--- config.mk ---
export PLATFORM = sky130hd
export DESIGN_NAME = bdlp_lane
export DESIGN_NICKNAME = d
export VERILOG_FILES = /design/src/rtl/bdlp_pkg.sv /design/src/rtl/bdlp_lane.sv
export SDC_FILE = /design/constraint.sdc
export NUM_CORES = 1
export LEC_CHECK = 0
export BUFFER_PORTS_ARGS = -buffer_cell sky130_fd_sc_hd__buf_2
export CAP_MARGIN = 25
export CORE_UTILIZATION = 40
export CTS_CLUSTER_SIZE = 40
export DETAILED_ROUTE_END_ITERATION = 16
export GPL_TIMING_DRIVEN = 0
export PLACE_DENSITY = 0.68
export SYNTH_ARGS = -nofsm -noshare
export SYNTH_HDL_FRONTEND = slang
export SYNTH_SLANG_ARGS = --single-unit
--- constraint.sdc ---
create_clock -name i_clk -period 12.3 [get_ports i_clk]
set_input_delay 3.075 -clock i_clk [delete_from_list [all_inputs] [get_ports i_clk]]
set_output_delay 3.075 -clock i_clk [all_outputs]
set_load 0.01 [all_outputs]
--- src/rtl/bdlp_pkg.sv ---
// Shared types and constants for the button debouncer with long-press detection.
// Used by the channel interfaces, the per-button lane, the event merge stage and the top level.
// No dependencies.
package bdlp_pkg;

    // Sizes
    localparam int NUM_BUTTONS = 3;   // buttons polled side by side
    localparam int FIELD_W     = 3;   // width of the level and event mask fields
    localparam int TIME_W      = 32;  // millisecond timestamp width
    localparam int CFG_W       = 16;  // widest configuration register
    localparam int CFG_IDX_W   = 2;   // configuration register index width

    // Configuration register indexes
    localparam logic [CFG_IDX_W-1:0] CFG_DEBOUNCE_MS   = 2'd0;
    localparam logic [CFG_IDX_W-1:0] CFG_LONG_PRESS_MS = 2'd1;
    localparam logic [CFG_IDX_W-1:0] CFG_ACTIVE_LEVEL  = 2'd2;

    // Configuration reset values
    localparam logic [CFG_W-1:0] DEBOUNCE_MS_RST   = 16'd40;
    localparam logic [CFG_W-1:0] LONG_PRESS_MS_RST = 16'd500;
    localparam logic             ACTIVE_LEVEL_RST  = 1'b0;

    // Live configuration, fanned out to every lane
    typedef struct packed {
        logic [CFG_W-1:0] debounce_ms;
        logic [CFG_W-1:0] long_press_ms;
        logic             active_level;
    } t_cfg;

    // Events one lane raises for the poll in flight
    typedef struct packed {
        logic down;
        logic up;
        logic lng;
    } t_lane_evt;

endpackage

--- src/rtl/bdlp_lane.sv ---
// One button lane: four-phase debounce / press / long-press machine with its timestamp.
// Depends on bdlp_pkg.
module bdlp_lane
    import bdlp_pkg::*;
(
    input  logic              i_clk,
    input  logic              i_rst_n,
    input  logic              i_step,     // poll transfer this cycle
    input  logic [TIME_W-1:0] i_now_ms,
    input  logic              i_level,
    input  t_cfg              i_cfg,
    output t_lane_evt         o_evt
);

    typedef enum logic [1:0] {
        PH_IDLE,
        PH_DEBOUNCE,
        PH_PRESSED,
        PH_LONG
    } t_phase;

    t_phase            r_phase, n_phase;
    logic [TIME_W-1:0] r_mark, n_mark;
    logic              w_active;
    logic [TIME_W-1:0] w_elapsed;
    logic              w_db_done;
    logic              w_long_done;

    // Wrapping elapsed time since the mark, compared unsigned
    assign w_active    = (i_level == i_cfg.active_level);
    assign w_elapsed   = i_now_ms - r_mark;
    assign w_db_done   = (w_elapsed >= {{(TIME_W-CFG_W){1'b0}}, i_cfg.debounce_ms});
    assign w_long_done = (w_elapsed >= {{(TIME_W-CFG_W){1'b0}}, i_cfg.long_press_ms});

    // Next phase and events for the poll at the inputs
    always_comb begin
        n_phase    = r_phase;
        n_mark     = r_mark;
        o_evt      = '0;
        case (r_phase)
            PH_IDLE: begin
                if (w_active) begin
                    n_mark  = i_now_ms;
                    n_phase = PH_DEBOUNCE;
                end
            end
            PH_DEBOUNCE: begin
                if (w_db_done) begin
                    if (w_active) begin
                        n_mark     = i_now_ms;
                        n_phase    = PH_PRESSED;
                        o_evt.down = 1'b1;
                    end else begin
                        n_phase = PH_IDLE;
                    end
                end
            end
            PH_PRESSED: begin
                if (w_active) begin
                    if (w_long_done) begin
                        o_evt.lng = 1'b1;
                        n_phase   = PH_LONG;
                    end
                end else begin
                    o_evt.up = 1'b1;
                    n_phase  = PH_IDLE;
                end
            end
            PH_LONG: begin
                if (!w_active) begin
                    n_phase = PH_IDLE;
                end
            end
            default: begin
                n_phase = PH_IDLE;
            end
        endcase
    end

    // Phase and mark advance only on a poll transfer
    always_ff @(posedge i_clk) begin
        if (!i_rst_n) begin
            r_phase <= PH_IDLE;
            r_mark  <= '0;
        end else if (i_step) begin
            r_phase <= n_phase;
            r_mark  <= n_mark;
        end
    end

endmodule

; ---- Word level (Yosys, flattened, before mapping)
; Cells that the tools add are included.
[totals]
word_cells = 34
out_inout_bits = 3
register_bits = 34
input_bits = 69
[classes]
mux = 17
eq_ne = 8
add_sub_neg = 1
n_lt_le_gt_ge = 2
reduce_logical = 4
[ops]
columns = operator, n
row1 = $ge 32x16->1, 2
row2 = $mux 32, 2
row3 = $pmux 32 s2, 1
row4 = $sub 32x32->32, 1
row5 = $mux 2, 7
row6 = $pmux 2 s4, 1
row7 = $mux 1, 6
row8 = $ne 2x2->1 const B, 3
row9 = $reduce_and 5->1, 1
row10 = $eq 2x2->1 const B, 2
row11 = $ne 3x3->1 const B, 1
row12 = $reduce_and 3->1, 1
row13 = $eq 2x1->1 const B, 1
row14 = $logic_not 2->1, 1
row15 = $reduce_bool 2->1, 1
row16 = $eq 1x1->1, 1

; ---- Depth between registers and ports, before layout
[depth]
word_depth = 5
mapped_depth = 20
depth_no_buf = 19

; ---- Least setup slack after synthesis
; Ideal clock, no wire load.
[synth_timing]
path_type = input-to-output
from = in i_now_ms[0]
to = out o_evt[2] (netlist bit)
n_path_buf = 0
arrival_time_ns = 6.129
path_slack_ns = 3.096
path_stages = 19
cell_sequence = inv_1 > ha_1 > fa_1 > nor2b_1 > o2111ai_1 > nand2_1 > a31oi_1 > o21ai_0 > xor2_1 > ha_1 > nand4_1 > nor2_1 > a21oi_1 > o211ai_1 > a31oi_1 > nand3_1 > or4_4 > nand2_1 > nor3_1
[synth_rtl]
columns = element, line
row1 = "start, declared", bdlp_lane.sv:9  ; input logic [TIME_W-1:0] i_now_ms,
row2 = "end, declared", bdlp_lane.sv:12  ; output t_lane_evt o_evt

==> impl_metrics.csv <==
group,metric,value,unit
worst_setup_path,path_class,"input pin to output pin",
final_layout,fillers,1127,
floorplanning,initial_core_util,0.4169,
synth,seq_area_frac_synth,0.1561,
floorplanning,fp.dieH,106.4,µm
detailed_routing,dr_total_vias,4334,
timing,max_freq,0.09958,GHz
worst_setup_path,required,9.22,ns
timing,fin_crit_sh,0.8164,
placed_design,dpl-instance-area,4882,µm²
clock_tree,post_cts_buffers,0,
final_layout,drive_above_1_share,0.1634,
clock_tree,clkLatencyLatePin,0.30,ns
clock_tree,clockBufferDepth,2,
floorplanning,core_area,10460,µm²
grt,grt_pass1_vias,4242,
timing,worstMarginPinSlew,0.7706,ns
detailed_routing,viasPerCell,5.397,
detailed_routing,route.detailed.drc,0,
pwr,ir_drop,39.15,µV
clock_tree,cts_repair_resize_count,0,
synth,postSynthCellCount,589,
clock_tree,cts_buffers,5,
final_layout,multiInputGateArea,3296,µm²
grt,overflow,0,
clock_tree,cts_root_buffer,"clkbuf_8",
timing,finalHoldViolCount,0,
min_path,holdPathStages,2,
clock_tree,tritoncts,"built",
floorplanning,rows,37,
floorplanning,die_w,106.4,µm
final_layout,final-seq-area,680.7,µm²
floorplanning,io_pins,72,
timing,min_period,10.04,ns
synth,synth-edff-count,0,
clock_tree,cts_sinks,34,
placed_design,dpl.hpwl,9502,µm
final_layout,area_delta_synth_final,13.91,%
grt,grt_pass1_wl,19110,µm
detailed_routing,postRouteAntennaNets,0,
synth,yosysUniqueCellTypes,63,
final_layout,final_nets,799,
synth,async_reset_ff_frac,0,
job,cap_violations,0,
grt,grt_usage,0.2086,
worst_setup_path,arrival,6.97,ns
pwr,p_leak,2.240,nW
grt,antenna_found_initial,0,
synth,synth_area,4362,µm²
clock_tree,ctsHoldBuffers,0,
pwr,power_density,89.32,nW/µm²
placed_design,gp_congestion,0.8790,
grt,grt_max_degree,12,
synth,synth_seq_cells,34,
final_layout,finalInstanceArea,4969,µm²
detailed_routing,routedWlPerCell,14.05,µm
clock_tree,h-tree-depth,2,
synth,syn_avg_cell_area,7.405,µm²
floorplanning,fp.dieArea,11330,µm²
timing,setup_viol,0,
min_path,hold_class,"flip-flop to flip-flop",
final_layout,num_antenna_cells,0,
synth,synth.net_count,722,
timing,slew_headroom,0.4862,
detailed_routing,dr.first_iter.drc_count,191,
synth,yosysWarnings,0,
timing,rsz0062_at_grt,"false",
clock_tree,clk_pin_slew_worst_paths,0.08,ns
worst_setup_path,cp-end-kind,"output pin",
detailed_routing,wirelength,11280,µm
timing,clock_skew,0.006587,ns
detailed_routing,drtPass1Iterations,4,
timing,tns,0,ns
status,status,"finished, final reports clean",
placed_design,port_buffers,70,
timing,finalMaxSlewViolations,0,
worst_setup_path,cp-start-kind,"input pin",
synth,ys.flop_type,"dfxtp_1",
worst_setup_path,cp_max_fo,3,
worst_setup_path,reg2regPathDepth,19,
==> critical path, stage by stage <==
cell       delay [ns]
buf_2            0.09
inv_1            0.04
ha_1             0.23
fa_1             0.41
nor2b_1          0.20
o2111ai_1        0.22
nand2_1          0.18
a31oi_1          0.14
o21ai_0          0.23
xor2_1           0.34
ha_1             0.31
nand4_1          0.09
nor2_1           0.07
a21oi_1          0.14
o211ai_1         0.10
a31oi_1          0.24
nand3_1          0.11
or4_4            0.44
nand2_1          0.10
nor3_1           0.05
buf_2            0.16
==> synthesized netlist by cell type, types with 2 or more instances <==
master	instances	area (µm²)
inv_1	72	270.3
o21a_1	9	67.56
or4_1	4	30.03
a2111oi_4	2	55.05
a21oi_2	5	43.79
nand3_1	5	25.02
mux2i_1	35	350.3
clkbuf_1	7	26.28
nor2b_1	5	31.28
buf_2	2	10.01
a211o_1	3	26.28
xnor2_1	12	105.1
a221oi_1	2	17.52
o21ai_1	5	25.02
o21ai_2	3	26.28
nor2_1	29	108.9
or3_1	7	43.79
o2111ai_1	2	17.52
ha_1	63	788.3
buf_6	3	33.78
nor3_1	13	65.06
o2bb2ai_1	2	17.52
nor4_1	3	18.77
buf_4	6	45.04
nand2_1	106	397.9
and3_4	2	22.52
xor2_1	8	70.07
and3_1	4	25.02
dfxtp_1	34	680.7
a211oi_1	6	45.04
o211ai_1	7	52.55
a21o_1	13	97.59
nand2b_1	6	37.54
o31a_1	2	17.52
a21oi_1	37	185.2
nand4_1	16	100.1
o21ai_0	19	95.09
a31oi_1	5	31.28
==> stage by stage <==
stage	hold WS (ns)	worst slack [ns]	util	power [mW]	instances
after floorplan	0.4347	3.096	-	0.2952	589
after global placement	0.4415	2.370	0.4666	0.3478	795
after detailed placement	0.4538	2.297	0.4666	0.3556	795
after CTS	0.4668	2.291	0.4749	0.4456	803
after global routing	0.4832	1.940	0.4749	0.4831	803
final	0.4606	2.258	0.4749	0.4438	803
==> routing by layer <==
layer  part of all wire  track usage  vias to the layer above
li1                   -            -                     2225
met1               0.49       0.2705                     1998
met2               0.45       0.3585                       98
met3              0.043      0.02391                       13
met4              0.017      0.06751                        0
met5                  0            0                        -
==> power breakdown <==
group	leakage [nW]	internal (mW)	switching, mW
clock network	0.0452	0.0400	0.0486
logic	1.92	0.0990	0.135
registers	0.278	0.117	0.00411
==> registers in the layout, summed over array words and instances (netlist names) <==
name     cells
r_mark      32
r_phase      2
==> layout by cell type, fill, tap and decap left out, drive strengths merged, types with 5 or more instances in the layout <==
cell and n:
nand2 106, buf 81, inv 72, ha 63, a21oi 42, mux2i 35, dfxtp 34, nor2 29
o21ai 27, nand4 16, a21o 13, nor3 13, clkbuf 13, xnor2 12, o21a 10, xor2 8
o211ai 8, or3 7, and3 7, nand2b 6, a211oi 6, a31oi 6, nand3 5, nor2b 5
or4 5
==> layout make-up <==
type | instances | area share
buffer | 18 | 0.02317
clock buffer | 6 | 0.01461
clock inverter | 2 | 0.002770
inverter | 72 | 0.05439
multi-input combinational | 465 | 0.6633
sequential | 34 | 0.1370
tap | 136 | 0.03425
timing repair buffer | 70 | 0.07051
==> path summary, 6_finish.rpt <==
check	start	to	slack [ns]
worst max-delay path	i_now_ms[0]	o_evt[2]	2.26
worst min-delay path	r_mark[22]	r_mark[22]	0.46
worst max register to register	r_mark[0]	r_mark[7]	7.87
worst min register to register	r_mark[22]	r_mark[22]	0.46
==> cells by family (layout without fill, tap and decap cells) <==
logic type / count (synthesis) / in the layout / share of synthesized area
simple gates: 208 / 208 / 0.2232
compound gates: 137 / 137 / 0.2240
buf+inv: 90 / 168 / 0.08835
fa+ha+maj: 64 / 64 / 0.1853
mux: 36 / 36 / 0.08290
flops: 34 / 34 / 0.1561
xor+xnor: 20 / 20 / 0.04016
(Power assumes the default switching activity.)
